$ cat src/rtl/core/adst_pkg.sv
// Shared types, codes and widths of the aging duplicate suppression table.
package adst_pkg;

    localparam int ENTRIES_DEF = 16;

    localparam int CMD_W  = 3;
    localparam int ADDR_W = 24;
    localparam int WORD_W = 64;
    localparam int TIME_W = 48;
    localparam int ID_W   = 32;
    localparam int EXP_W  = 24;

    localparam logic [EXP_W-1:0] EXPIRE_RST = 24'd10000;

    // command codes as seen on the cmd port
    localparam logic [CMD_W-1:0] CMD_STORE   = 3'd0;
    localparam logic [CMD_W-1:0] CMD_LOOKUP  = 3'd1;
    localparam logic [CMD_W-1:0] CMD_REFRESH = 3'd2;
    localparam logic [CMD_W-1:0] CMD_REMOVE  = 3'd3;
    localparam logic [CMD_W-1:0] CMD_TICK    = 3'd4;
    localparam logic [CMD_W-1:0] CMD_SWEEP   = 3'd5;

    typedef enum logic [2:0] {
        OP_STORE,
        OP_LOOKUP,
        OP_REFRESH,
        OP_REMOVE,
        OP_TICK,
        OP_SWEEP,
        OP_NONE
    } op_t;

    typedef enum logic [2:0] {
        ST_STORED,
        ST_DUP,
        ST_FOUND,
        ST_NOTFOUND,
        ST_FULL,
        ST_KEPT,
        ST_REMOVED
    } status_t;

    typedef struct packed {
        op_t               op;
        logic [ADDR_W-1:0] address;
        logic [WORD_W-1:0] packet_word;
        logic [TIME_W-1:0] stamp;
        logic [ID_W-1:0]   match_id;
        logic              force_req;
    } item_t;

    typedef struct packed {
        status_t           status;
        logic              hit;
        logic [WORD_W-1:0] packet;
        logic [ID_W-1:0]   id;
        logic [TIME_W-1:0] time_ms;
        logic [ADDR_W-1:0] address;
    } result_t;

endpackage

$ cat src/rtl/core/aging_duplicate_suppress_table_top.sv
// Top level of the aging duplicate suppression table.
// Commands enter a two-deep input queue and results leave through a two-deep result queue,
// so either side may stall without holding up the other. The table engine finishes one
// command before it takes the next: as it takes one, it compares the address against all
// ENTRIES stored keys in parallel, picks the slot (match, lowest free slot, or next valid
// slot for a sweep) and reads that slot's packet, id and timestamp memories; in the
// execute state it checks expiry and packet equality, writes back and queues the result.
// A command starts only while the result queue has room. The expiry time may be written
// at any time the block is idle; there is no clearing pass after reset.
module aging_duplicate_suppress_table_top
#(
    parameter int ENTRIES = adst_pkg::ENTRIES_DEF
)
(
    input  logic                           clk,
    input  logic                           rst_n,
    input  logic                           push,
    output logic                           full,
    input  logic [adst_pkg::CMD_W-1:0]     cmd,
    input  logic [adst_pkg::ADDR_W-1:0]    address,
    input  logic [adst_pkg::WORD_W-1:0]    packet_word,
    input  logic [adst_pkg::TIME_W-1:0]    stamp,
    input  logic [adst_pkg::ID_W-1:0]      match_id,
    input  logic                           force_req,
    output logic                           empty,
    input  logic                           pop,
    output logic [2:0]                     status,
    output logic                           hit,
    output logic [adst_pkg::WORD_W-1:0]    packet_out,
    output logic [adst_pkg::ID_W-1:0]      id_out,
    output logic [adst_pkg::TIME_W-1:0]    time_out,
    output logic [adst_pkg::ADDR_W-1:0]    address_out,
    input  logic                           cfg_valid,
    output logic                           cfg_ready,
    input  logic [adst_pkg::EXP_W-1:0]     expire_after
);

    adst_pkg::item_t   item;
    logic              item_ready;
    logic              item_take;
    adst_pkg::result_t res;
    logic              res_push;
    logic              out_room;

    adst_front u_front
    (
        .clk         (clk),
        .rst_n       (rst_n),
        .push        (push),
        .full        (full),
        .cmd         (cmd),
        .address     (address),
        .packet_word (packet_word),
        .stamp       (stamp),
        .match_id    (match_id),
        .force_req   (force_req),
        .item        (item),
        .item_ready  (item_ready),
        .item_take   (item_take)
    );

    adst_back #(.ENTRIES(ENTRIES)) u_back
    (
        .clk          (clk),
        .rst_n        (rst_n),
        .item         (item),
        .item_ready   (item_ready),
        .item_take    (item_take),
        .out_room     (out_room),
        .res          (res),
        .res_push     (res_push),
        .cfg_valid    (cfg_valid),
        .cfg_ready    (cfg_ready),
        .expire_after (expire_after)
    );

    adst_outq u_outq
    (
        .clk         (clk),
        .rst_n       (rst_n),
        .res         (res),
        .res_push    (res_push),
        .out_room    (out_room),
        .pop         (pop),
        .empty       (empty),
        .status      (status),
        .hit         (hit),
        .packet_out  (packet_out),
        .id_out      (id_out),
        .time_out    (time_out),
        .address_out (address_out)
    );

endmodule

$ cat src/rtl/core/adst_front.sv
// Input queue: accepts commands, decodes them and holds up to two for the back end.
module adst_front
(
    input  logic                           clk,
    input  logic                           rst_n,
    input  logic                           push,
    output logic                           full,
    input  logic [adst_pkg::CMD_W-1:0]     cmd,
    input  logic [adst_pkg::ADDR_W-1:0]    address,
    input  logic [adst_pkg::WORD_W-1:0]    packet_word,
    input  logic [adst_pkg::TIME_W-1:0]    stamp,
    input  logic [adst_pkg::ID_W-1:0]      match_id,
    input  logic                           force_req,
    output adst_pkg::item_t                item,
    output logic                           item_ready,
    input  logic                           item_take
);

    adst_pkg::item_t entry_reg [2];
    logic            wr_ptr_reg;
    logic            rd_ptr_reg;
    logic [1:0]      count_reg;
    logic            accept;
    adst_pkg::op_t   op;

    always_comb
    begin
        case (cmd)
            adst_pkg::CMD_STORE:   op = adst_pkg::OP_STORE;
            adst_pkg::CMD_LOOKUP:  op = adst_pkg::OP_LOOKUP;
            adst_pkg::CMD_REFRESH: op = adst_pkg::OP_REFRESH;
            adst_pkg::CMD_REMOVE:  op = adst_pkg::OP_REMOVE;
            adst_pkg::CMD_TICK:    op = adst_pkg::OP_TICK;
            adst_pkg::CMD_SWEEP:   op = adst_pkg::OP_SWEEP;
            default:               op = adst_pkg::OP_NONE;
        endcase
    end

    assign full       = (count_reg == 2'd2);
    assign accept     = push && !full;
    assign item_ready = (count_reg != 2'd0);
    assign item       = entry_reg[rd_ptr_reg];

    always_ff @(posedge clk)
    begin
        if (accept)
        begin
            entry_reg[wr_ptr_reg] <= '{op: op, address: address, packet_word: packet_word,
                                       stamp: stamp, match_id: match_id,
                                       force_req: force_req};
        end
    end

    always_ff @(posedge clk or negedge rst_n)
    begin
        if (!rst_n)
        begin
            wr_ptr_reg <= 1'b0;
            rd_ptr_reg <= 1'b0;
            count_reg  <= 2'd0;
        end
        else
        begin
            if (accept)
            begin
                wr_ptr_reg <= !wr_ptr_reg;
            end
            if (item_take)
            begin
                rd_ptr_reg <= !rd_ptr_reg;
            end
            count_reg <= count_reg + {1'b0, accept} - {1'b0, item_take};
        end
    end

endmodule

$ cat src/rtl/core/adst_back.sv
// Table engine: key compare and slot select, then decision and write-back.
module adst_back
#(
    parameter int ENTRIES = adst_pkg::ENTRIES_DEF
)
(
    input  logic                           clk,
    input  logic                           rst_n,
    input  adst_pkg::item_t                item,
    input  logic                           item_ready,
    output logic                           item_take,
    input  logic                           out_room,
    output adst_pkg::result_t              res,
    output logic                           res_push,
    input  logic                           cfg_valid,
    output logic                           cfg_ready,
    input  logic [adst_pkg::EXP_W-1:0]     expire_after
);

    localparam int IDX_W = $clog2(ENTRIES);

    typedef enum logic {
        S_IDLE,
        S_EXEC
    } state_t;

    state_t                        state_reg;
    logic [ENTRIES-1:0]            valid_reg;
    logic [adst_pkg::ADDR_W-1:0]   key_reg [ENTRIES];
    logic [adst_pkg::ID_W-1:0]     next_id_reg;
    logic [adst_pkg::TIME_W-1:0]   now_reg;
    logic [IDX_W-1:0]              sweep_ptr_reg;
    logic [adst_pkg::EXP_W-1:0]    expire_reg;

    adst_pkg::item_t               cur_reg;
    logic [IDX_W-1:0]              idx_reg;
    logic                          hit_reg;
    logic                          free_reg;
    logic                          swept_reg;
    logic [adst_pkg::ADDR_W-1:0]   key_rd_reg;

    // entry payload memories
    logic [adst_pkg::WORD_W-1:0]   pkt_mem  [ENTRIES];
    logic [adst_pkg::ID_W-1:0]     id_mem   [ENTRIES];
    logic [adst_pkg::TIME_W-1:0]   time_mem [ENTRIES];
    logic [adst_pkg::WORD_W-1:0]   pkt_rd_reg;
    logic [adst_pkg::ID_W-1:0]     id_rd_reg;
    logic [adst_pkg::TIME_W-1:0]   time_rd_reg;

    // slot search
    logic [IDX_W-1:0]              match_idx;
    logic                          match_any;
    logic [IDX_W-1:0]              free_idx;
    logic                          free_any;
    logic [IDX_W-1:0]              up_idx;
    logic                          up_any;
    logic [IDX_W-1:0]              low_idx;
    logic [IDX_W-1:0]              sweep_idx;
    logic                          sweep_any;
    logic [IDX_W-1:0]              rd_idx;

    // execute
    logic [adst_pkg::TIME_W:0]     limit;
    logic                          expired;
    logic                          wr_all;
    logic                          wr_time;
    logic                          clr_valid;
    logic                          adv_id;
    logic                          adv_now;
    logic                          adv_ptr;
    logic [adst_pkg::TIME_W-1:0]   new_time;
    logic [adst_pkg::TIME_W-1:0]   now_inc;
    logic [IDX_W-1:0]              ptr_next;

    assign item_take = (state_reg == S_IDLE) && item_ready && out_room;
    assign cfg_ready = 1'b1;
    assign res_push  = (state_reg == S_EXEC);

    always_comb
    begin
        match_idx = '0;
        match_any = 1'b0;
        free_idx  = '0;
        free_any  = 1'b0;
        up_idx    = '0;
        up_any    = 1'b0;
        low_idx   = '0;
        for (int i = ENTRIES - 1; i >= 0; i--)
        begin
            if (valid_reg[i] && (key_reg[i] == item.address))
            begin
                match_idx = IDX_W'(i);
                match_any = 1'b1;
            end
            if (!valid_reg[i])
            begin
                free_idx = IDX_W'(i);
                free_any = 1'b1;
            end
            if (valid_reg[i] && (IDX_W'(i) >= sweep_ptr_reg))
            begin
                up_idx = IDX_W'(i);
                up_any = 1'b1;
            end
            if (valid_reg[i])
            begin
                low_idx = IDX_W'(i);
            end
        end
        // wrap round to the lowest valid slot when nothing lies at or above the pointer
        sweep_idx = up_any ? up_idx : low_idx;
        sweep_any = |valid_reg;

        case (item.op)
            adst_pkg::OP_SWEEP: rd_idx = sweep_idx;
            adst_pkg::OP_STORE: rd_idx = match_any ? match_idx : free_idx;
            default:            rd_idx = match_idx;
        endcase
    end

    always_ff @(posedge clk)
    begin
        if (item_take)
        begin
            pkt_rd_reg  <= pkt_mem[rd_idx];
            id_rd_reg   <= id_mem[rd_idx];
            time_rd_reg <= time_mem[rd_idx];
        end
        if (wr_all)
        begin
            pkt_mem[idx_reg] <= cur_reg.packet_word;
            id_mem[idx_reg]  <= next_id_reg;
        end
        if (wr_all || wr_time)
        begin
            time_mem[idx_reg] <= new_time;
        end
    end

    always_comb
    begin
        limit    = {1'b0, time_rd_reg} + (adst_pkg::TIME_W + 1)'(expire_reg);
        expired  = {1'b0, now_reg} > limit;
        now_inc  = now_reg + 1'b1;
        ptr_next = (idx_reg == IDX_W'(ENTRIES - 1)) ? '0 : idx_reg + 1'b1;

        wr_all    = 1'b0;
        wr_time   = 1'b0;
        clr_valid = 1'b0;
        adv_id    = 1'b0;
        adv_now   = 1'b0;
        adv_ptr   = 1'b0;
        new_time  = now_reg;

        res = '{status: adst_pkg::ST_NOTFOUND, hit: 1'b0, packet: '0, id: '0,
                time_ms: '0, address: '0};

        case (cur_reg.op)
            adst_pkg::OP_STORE:
            begin
                if (hit_reg && !expired && (pkt_rd_reg == cur_reg.packet_word))
                begin
                    res = '{status: adst_pkg::ST_DUP, hit: 1'b1, packet: pkt_rd_reg,
                            id: id_rd_reg, time_ms: time_rd_reg, address: '0};
                end
                else if (!hit_reg && !free_reg)
                begin
                    res.status = adst_pkg::ST_FULL;
                end
                else
                begin
                    new_time = (cur_reg.stamp != '0) ? cur_reg.stamp : now_reg;
                    wr_all   = res_push;
                    adv_id   = res_push;
                    res = '{status: adst_pkg::ST_STORED, hit: hit_reg,
                            packet: cur_reg.packet_word, id: next_id_reg,
                            time_ms: new_time, address: '0};
                end
            end
            adst_pkg::OP_LOOKUP:
            begin
                if (hit_reg)
                begin
                    res = '{status: adst_pkg::ST_FOUND, hit: 1'b1, packet: pkt_rd_reg,
                            id: id_rd_reg, time_ms: time_rd_reg, address: '0};
                end
            end
            adst_pkg::OP_REFRESH:
            begin
                if (hit_reg)
                begin
                    wr_time = res_push;
                    res = '{status: adst_pkg::ST_FOUND, hit: 1'b1, packet: pkt_rd_reg,
                            id: id_rd_reg, time_ms: now_reg, address: '0};
                end
            end
            adst_pkg::OP_REMOVE:
            begin
                if (hit_reg)
                begin
                    res = '{status: adst_pkg::ST_KEPT, hit: 1'b1, packet: pkt_rd_reg,
                            id: id_rd_reg, time_ms: time_rd_reg, address: '0};
                    if ((id_rd_reg == cur_reg.match_id) && (cur_reg.force_req || expired))
                    begin
                        res.status = adst_pkg::ST_REMOVED;
                        clr_valid  = res_push;
                    end
                end
            end
            adst_pkg::OP_TICK:
            begin
                adv_now = res_push;
                res.status  = adst_pkg::ST_STORED;
                res.time_ms = now_inc;
            end
            adst_pkg::OP_SWEEP:
            begin
                if (swept_reg)
                begin
                    adv_ptr = res_push;
                    res = '{status: adst_pkg::ST_KEPT, hit: 1'b1, packet: pkt_rd_reg,
                            id: id_rd_reg, time_ms: time_rd_reg, address: key_rd_reg};
                    if (expired)
                    begin
                        res.status = adst_pkg::ST_REMOVED;
                        clr_valid  = res_push;
                    end
                end
            end
            default:
            begin
                res.status = adst_pkg::ST_NOTFOUND;
            end
        endcase
    end

    always_ff @(posedge clk)
    begin
        if (item_take)
        begin
            cur_reg    <= item;
            idx_reg    <= rd_idx;
            hit_reg    <= match_any;
            free_reg   <= free_any;
            swept_reg  <= sweep_any;
            key_rd_reg <= key_reg[sweep_idx];
        end
        if (wr_all)
        begin
            key_reg[idx_reg] <= cur_reg.address;
        end
    end

    always_ff @(posedge clk or negedge rst_n)
    begin
        if (!rst_n)
        begin
            state_reg     <= S_IDLE;
            valid_reg     <= '0;
            next_id_reg   <= '0;
            now_reg       <= '0;
            sweep_ptr_reg <= '0;
            expire_reg    <= adst_pkg::EXPIRE_RST;
        end
        else
        begin
            if (cfg_valid)
            begin
                expire_reg <= expire_after;
            end
            case (state_reg)
                S_IDLE:
                begin
                    if (item_take)
                    begin
                        state_reg <= S_EXEC;
                    end
                end
                S_EXEC:
                begin
                    state_reg <= S_IDLE;
                end
                default:
                begin
                    state_reg <= S_IDLE;
                end
            endcase
            if (wr_all)
            begin
                valid_reg[idx_reg] <= 1'b1;
            end
            if (clr_valid)
            begin
                valid_reg[idx_reg] <= 1'b0;
            end
            if (adv_id)
            begin
                next_id_reg <= next_id_reg + 1'b1;
            end
            if (adv_now)
            begin
                now_reg <= now_inc;
            end
            if (adv_ptr)
            begin
                sweep_ptr_reg <= ptr_next;
            end
        end
    end

endmodule

$ cat src/rtl/core/adst_outq.sv
// Result queue: holds up to two finished results until they are popped.
module adst_outq
(
    input  logic                           clk,
    input  logic                           rst_n,
    input  adst_pkg::result_t              res,
    input  logic                           res_push,
    output logic                           out_room,
    input  logic                           pop,
    output logic                           empty,
    output logic [2:0]                     status,
    output logic                           hit,
    output logic [adst_pkg::WORD_W-1:0]    packet_out,
    output logic [adst_pkg::ID_W-1:0]      id_out,
    output logic [adst_pkg::TIME_W-1:0]    time_out,
    output logic [adst_pkg::ADDR_W-1:0]    address_out
);

    adst_pkg::result_t entry_reg [2];
    adst_pkg::result_t head;
    logic              wr_ptr_reg;
    logic              rd_ptr_reg;
    logic [1:0]        count_reg;
    logic              take;

    assign empty    = (count_reg == 2'd0);
    assign out_room = (count_reg != 2'd2);
    assign take     = pop && !empty;
    assign head     = entry_reg[rd_ptr_reg];

    assign status      = head.status;
    assign hit         = head.hit;
    assign packet_out  = head.packet;
    assign id_out      = head.id;
    assign time_out    = head.time_ms;
    assign address_out = head.address;

    always_ff @(posedge clk)
    begin
        if (res_push)
        begin
            entry_reg[wr_ptr_reg] <= res;
        end
    end

    always_ff @(posedge clk or negedge rst_n)
    begin
        if (!rst_n)
        begin
            wr_ptr_reg <= 1'b0;
            rd_ptr_reg <= 1'b0;
            count_reg  <= 2'd0;
        end
        else
        begin
            if (res_push)
            begin
                wr_ptr_reg <= !wr_ptr_reg;
            end
            if (take)
            begin
                rd_ptr_reg <= !rd_ptr_reg;
            end
            count_reg <= count_reg + {1'b0, res_push} - {1'b0, take};
        end
    end

endmodule
$ cat config.mk
export PLATFORM = sky130hd
export DESIGN_NAME = aging_duplicate_suppress_table_top
export DESIGN_NICKNAME = d
export VERILOG_FILES = /design/src/rtl/core/adst_pkg.sv /design/src/rtl/core/aging_duplicate_suppress_table_top.sv /design/src/rtl/core/adst_front.sv /design/src/rtl/core/adst_back.sv /design/src/rtl/core/adst_outq.sv
export SDC_FILE = /design/constraint.sdc
export NUM_CORES = 2
export LEC_CHECK = 0
export ABC_AREA = 0
export BUFFER_PORTS_ARGS = -buffer_cell sky130_fd_sc_hd__buf_2
export CAP_MARGIN = 25
export CORE_ASPECT_RATIO = 0.8
export CORE_MARGIN = 1.5
export CORE_UTILIZATION = 40
export CTS_BUF_LIST = sky130_fd_sc_hd__clkbuf_4 sky130_fd_sc_hd__clkbuf_8
export DETAILED_ROUTE_END_ITERATION = 8
export HOLD_SLACK_MARGIN = 0.12
export PLACE_DENSITY_LB_ADDON = 0.05
export SYNTH_ARGS = -nofsm -noshare
export SYNTH_HDL_FRONTEND = slang
export SYNTH_SLANG_ARGS = --single-unit
$ cat constraint.sdc
create_clock -name clk -period 29.6 [get_ports clk]
set_input_delay 5.92 -clock clk [delete_from_list [all_inputs] [get_ports clk]]
set_output_delay 5.92 -clock clk [all_outputs]
set_load 0.02 [all_outputs]
==> out/metrics.cfg <==
[yosys]
syn_area_per_cell_um2 = 17.0
ys_seq_area_share_pct = 73.5
synth_cell_types = 82
ys_async_sr_fraction_pct = 3.45
ys_ff_latch = 3856
synthesis.area_um2 = 157000
synth_edf_count = 3723
syn_inst = 9231
syn-num-nets = 9515
synth_top_flop_cell = edfxtp_1
yosys_warnings = 0

[final_layout]
layout-drive-gt1-share_pct = 20.5
largest_reg_flops = 1024
nNetsFinal = 10266
top_regs = u_back.pkt_mem: 1024 flops, u_back.time_mem: 768 flops, u_back.id_mem: 512 flops
areaGrowthSynthToFinish_pct = 13.4
final_cell_mix = edfxtp_1, mux2i_1, clkbuf_8
largest-register = u_back.pkt_mem
final_common_cell = edfxtp_1

[floorplanning]
pin_count = 376
initial_core_util_pct = 40.2
die_area_um2 = 396000
core_area_um2 = 390000
fp.dieH_um = 563
row_count = 205
die_x_um = 703

[timing]
grt_setup_unrepaired = no
min_period_ns = 10.80
setup_viol = 0
hold_viol = 0
setup_ws_ns = 18.80
final_max_slew_viol_count = 0
finalClockSkew_ns = 0.0729
maxSlewHeadroom_pct = 7.93
finalCritPeriodShare_pct = 36.5
max_freq_ghz = 0.0926
tns_ns = 0
max_slew.worst_pin.slew_ns = 1.37

[power]
swShare_pct = 39.0
pwr-share-seq_pct = 40.9
leakage_nw = 65.8
cellInternalPower_mw = 12.2
p_sw_mw = 7.78
power.density_nw_per_um2 = 112
combPwrFrac_pct = 35.6
pwr-share-clk_pct = 23.4
vdd_drop_max_mv = 0.111

[setup_path]
rr_startpoint = u_back.expire_reg[0]$_DFFE_PN0P_
cp-start-kind = flip-flop
crit_fanout = 35
slowest_delay_ns = 1.00
required_ns = 30.42
critical_path_class = reg -> reg
crit_arrival_ns = 11.62
slowest_stage = nor2_4
endpoint_kind = flip-flop
cp_common_cell = buf_4
setup.worst_path.start = u_back.expire_reg[0]$_DFFE_PN0P_

[global_routing]
track_usage_pct = 25.7
grt_max_degree = 141
first_global_vias = 89301
grt.overflow.total = 0
antenna_found_initial = 35
grt_pass1_wl_um = 716000

[clock_network]
h-tree-depth = 6
cts.path.max_buffers = 4
cts_setup_buffers = 0
clkTransAtPathRegs_ns = 0.06
cts_inserted_buffers = 640
cts_tree = yes
cts_sinks = 3856
cts_hold_buffers = 0
cts_resized = 0
clkLatencyLatePin_ns = 1.24
root_buffer = clkbuf_8

[detailed_routing]
drtAntennaViolNets = 0
first_pass_iters = 6
drtIter0Drc = 9250
vias = 89236
wl_per_cell_um = 33.3
drc_errors = 0
wirelength_um = 521000
routed_via_density = 5.69

[placement]
dp_slack_ns = 18.76
portBuffers = 374
post-dp-hpwl_um = 313000
gp_congestion = 0.916

[run]
drv_cap = 0

[outcome]
outcome = finished, final reports clean

[worst_hold_path]
min_path_type = reg -> reg
worstHoldStart = u_front.count_reg[1]$_DFF_PN0_

## area by class of cell
class                   instances  area [um2]
multi-input cells            4783       39400
fillers                     34156      212000
clock buffers                 894       10900
inverters                      81         304
diodes                          9        22.5
well taps                    5175        6470
repair buffers                620        3950
flip-flops and latches       3856      115000
clock inverters               256        1620
## power by group through the flow
stage	sequential [mW]	clock, mW	combinational (mW)
after floorplan	8.03	0	4.27
after global placement	8.23	0	7.07
after detailed placement	8.26	0	7.08
after CTS	8.15	4.79	7.11
after global routing	8.24	5.01	7.44
final	8.17	4.67	7.11
## synthesized netlist by cell type (all sizes together) (97+ instances only)
cell type | instances | area (um2)
or4 | 151 | 1130
o22ai | 586 | 3670
nor4 | 192 | 1200
nand3 | 97 | 495
mux2 | 403 | 4540
mux2i | 1320 | 13400
xnor2 | 485 | 4250
nand2 | 178 | 668
nor2 | 222 | 833
a22o | 135 | 1180
buf | 211 | 1150
clkbuf | 300 | 1130
xor2 | 113 | 990
dfrtp | 128 | 3200
a21oi | 167 | 836
edfxtp | 3723 | 112000
## worst max-delay path, delay by kind of cell (launching register included)
kind | cells | cell delay, ns
adders and majority gates | 3 | 0.87
xor gates and xnor gates | 1 | 0.17
AOI/OAI and AO/OA | 8 | 2.76
buffers and inverters | 6 | 2.81
DFF | 1 | 0.36
and+or+nand+nor | 11 | 3.28
## worst paths after layout
kind,to,slack [ns],cells after the start
worst min-delay path,u_front.count_reg[1]$_DFF_PN0_,0.51,1
worst min register to register,u_front.count_reg[1]$_DFF_PN0_,0.51,1
max in group asynchronous,u_outq.rd_ptr_reg$_DFFE_PN0P_,23.05,3
min in group asynchronous,u_back.expire_reg[21]$_DFFE_PN0P_,4.72,1
worst max-delay path,u_back.pkt_mem[11][31]$_DFFE_PP_,18.80,29
worst max register to register,u_back.pkt_mem[11][31]$_DFFE_PP_,18.80,29
## per-layer routing
layer / routed length, um / up-vias / share of wire, % / GRT usage (%)
met3: 32100 / 644 / 6.2 / 4.14
met1: 245000 / 47119 / 47 / 38.5
met2: 233000 / 3214 / 45 / 39.3
met4: 11200 / 8 / 2.2 / 5.90
li1: - / 38251 / - / -
met5: 55 / - / 0.011 / 0
## stage by stage
stage	hold WS (ns)	cells	total power, mW	area [um2]	utilization, %
floorplan	0.453	9231	12.3	157000	-
global placement	0.486	14494	15.3	165000	42.3
detailed placement	0.500	14509	15.3	165000	42.4
CTS	0.512	15659	20.1	178000	45.6
global route	0.526	15668	20.7	178000	45.6
finish	0.505	15674	19.9	178000	45.6
## logic make-up after synthesis
family / synth area share [%]
compound gates: 5.16
xor+xnor: 3.34
fa+ha+maj: 0.667
buf+inv: 1.65
flops: 73.5
mux: 11.8
other cells: 0.00239
simple gates: 3.93
Power figures use the tool's default switching activity.
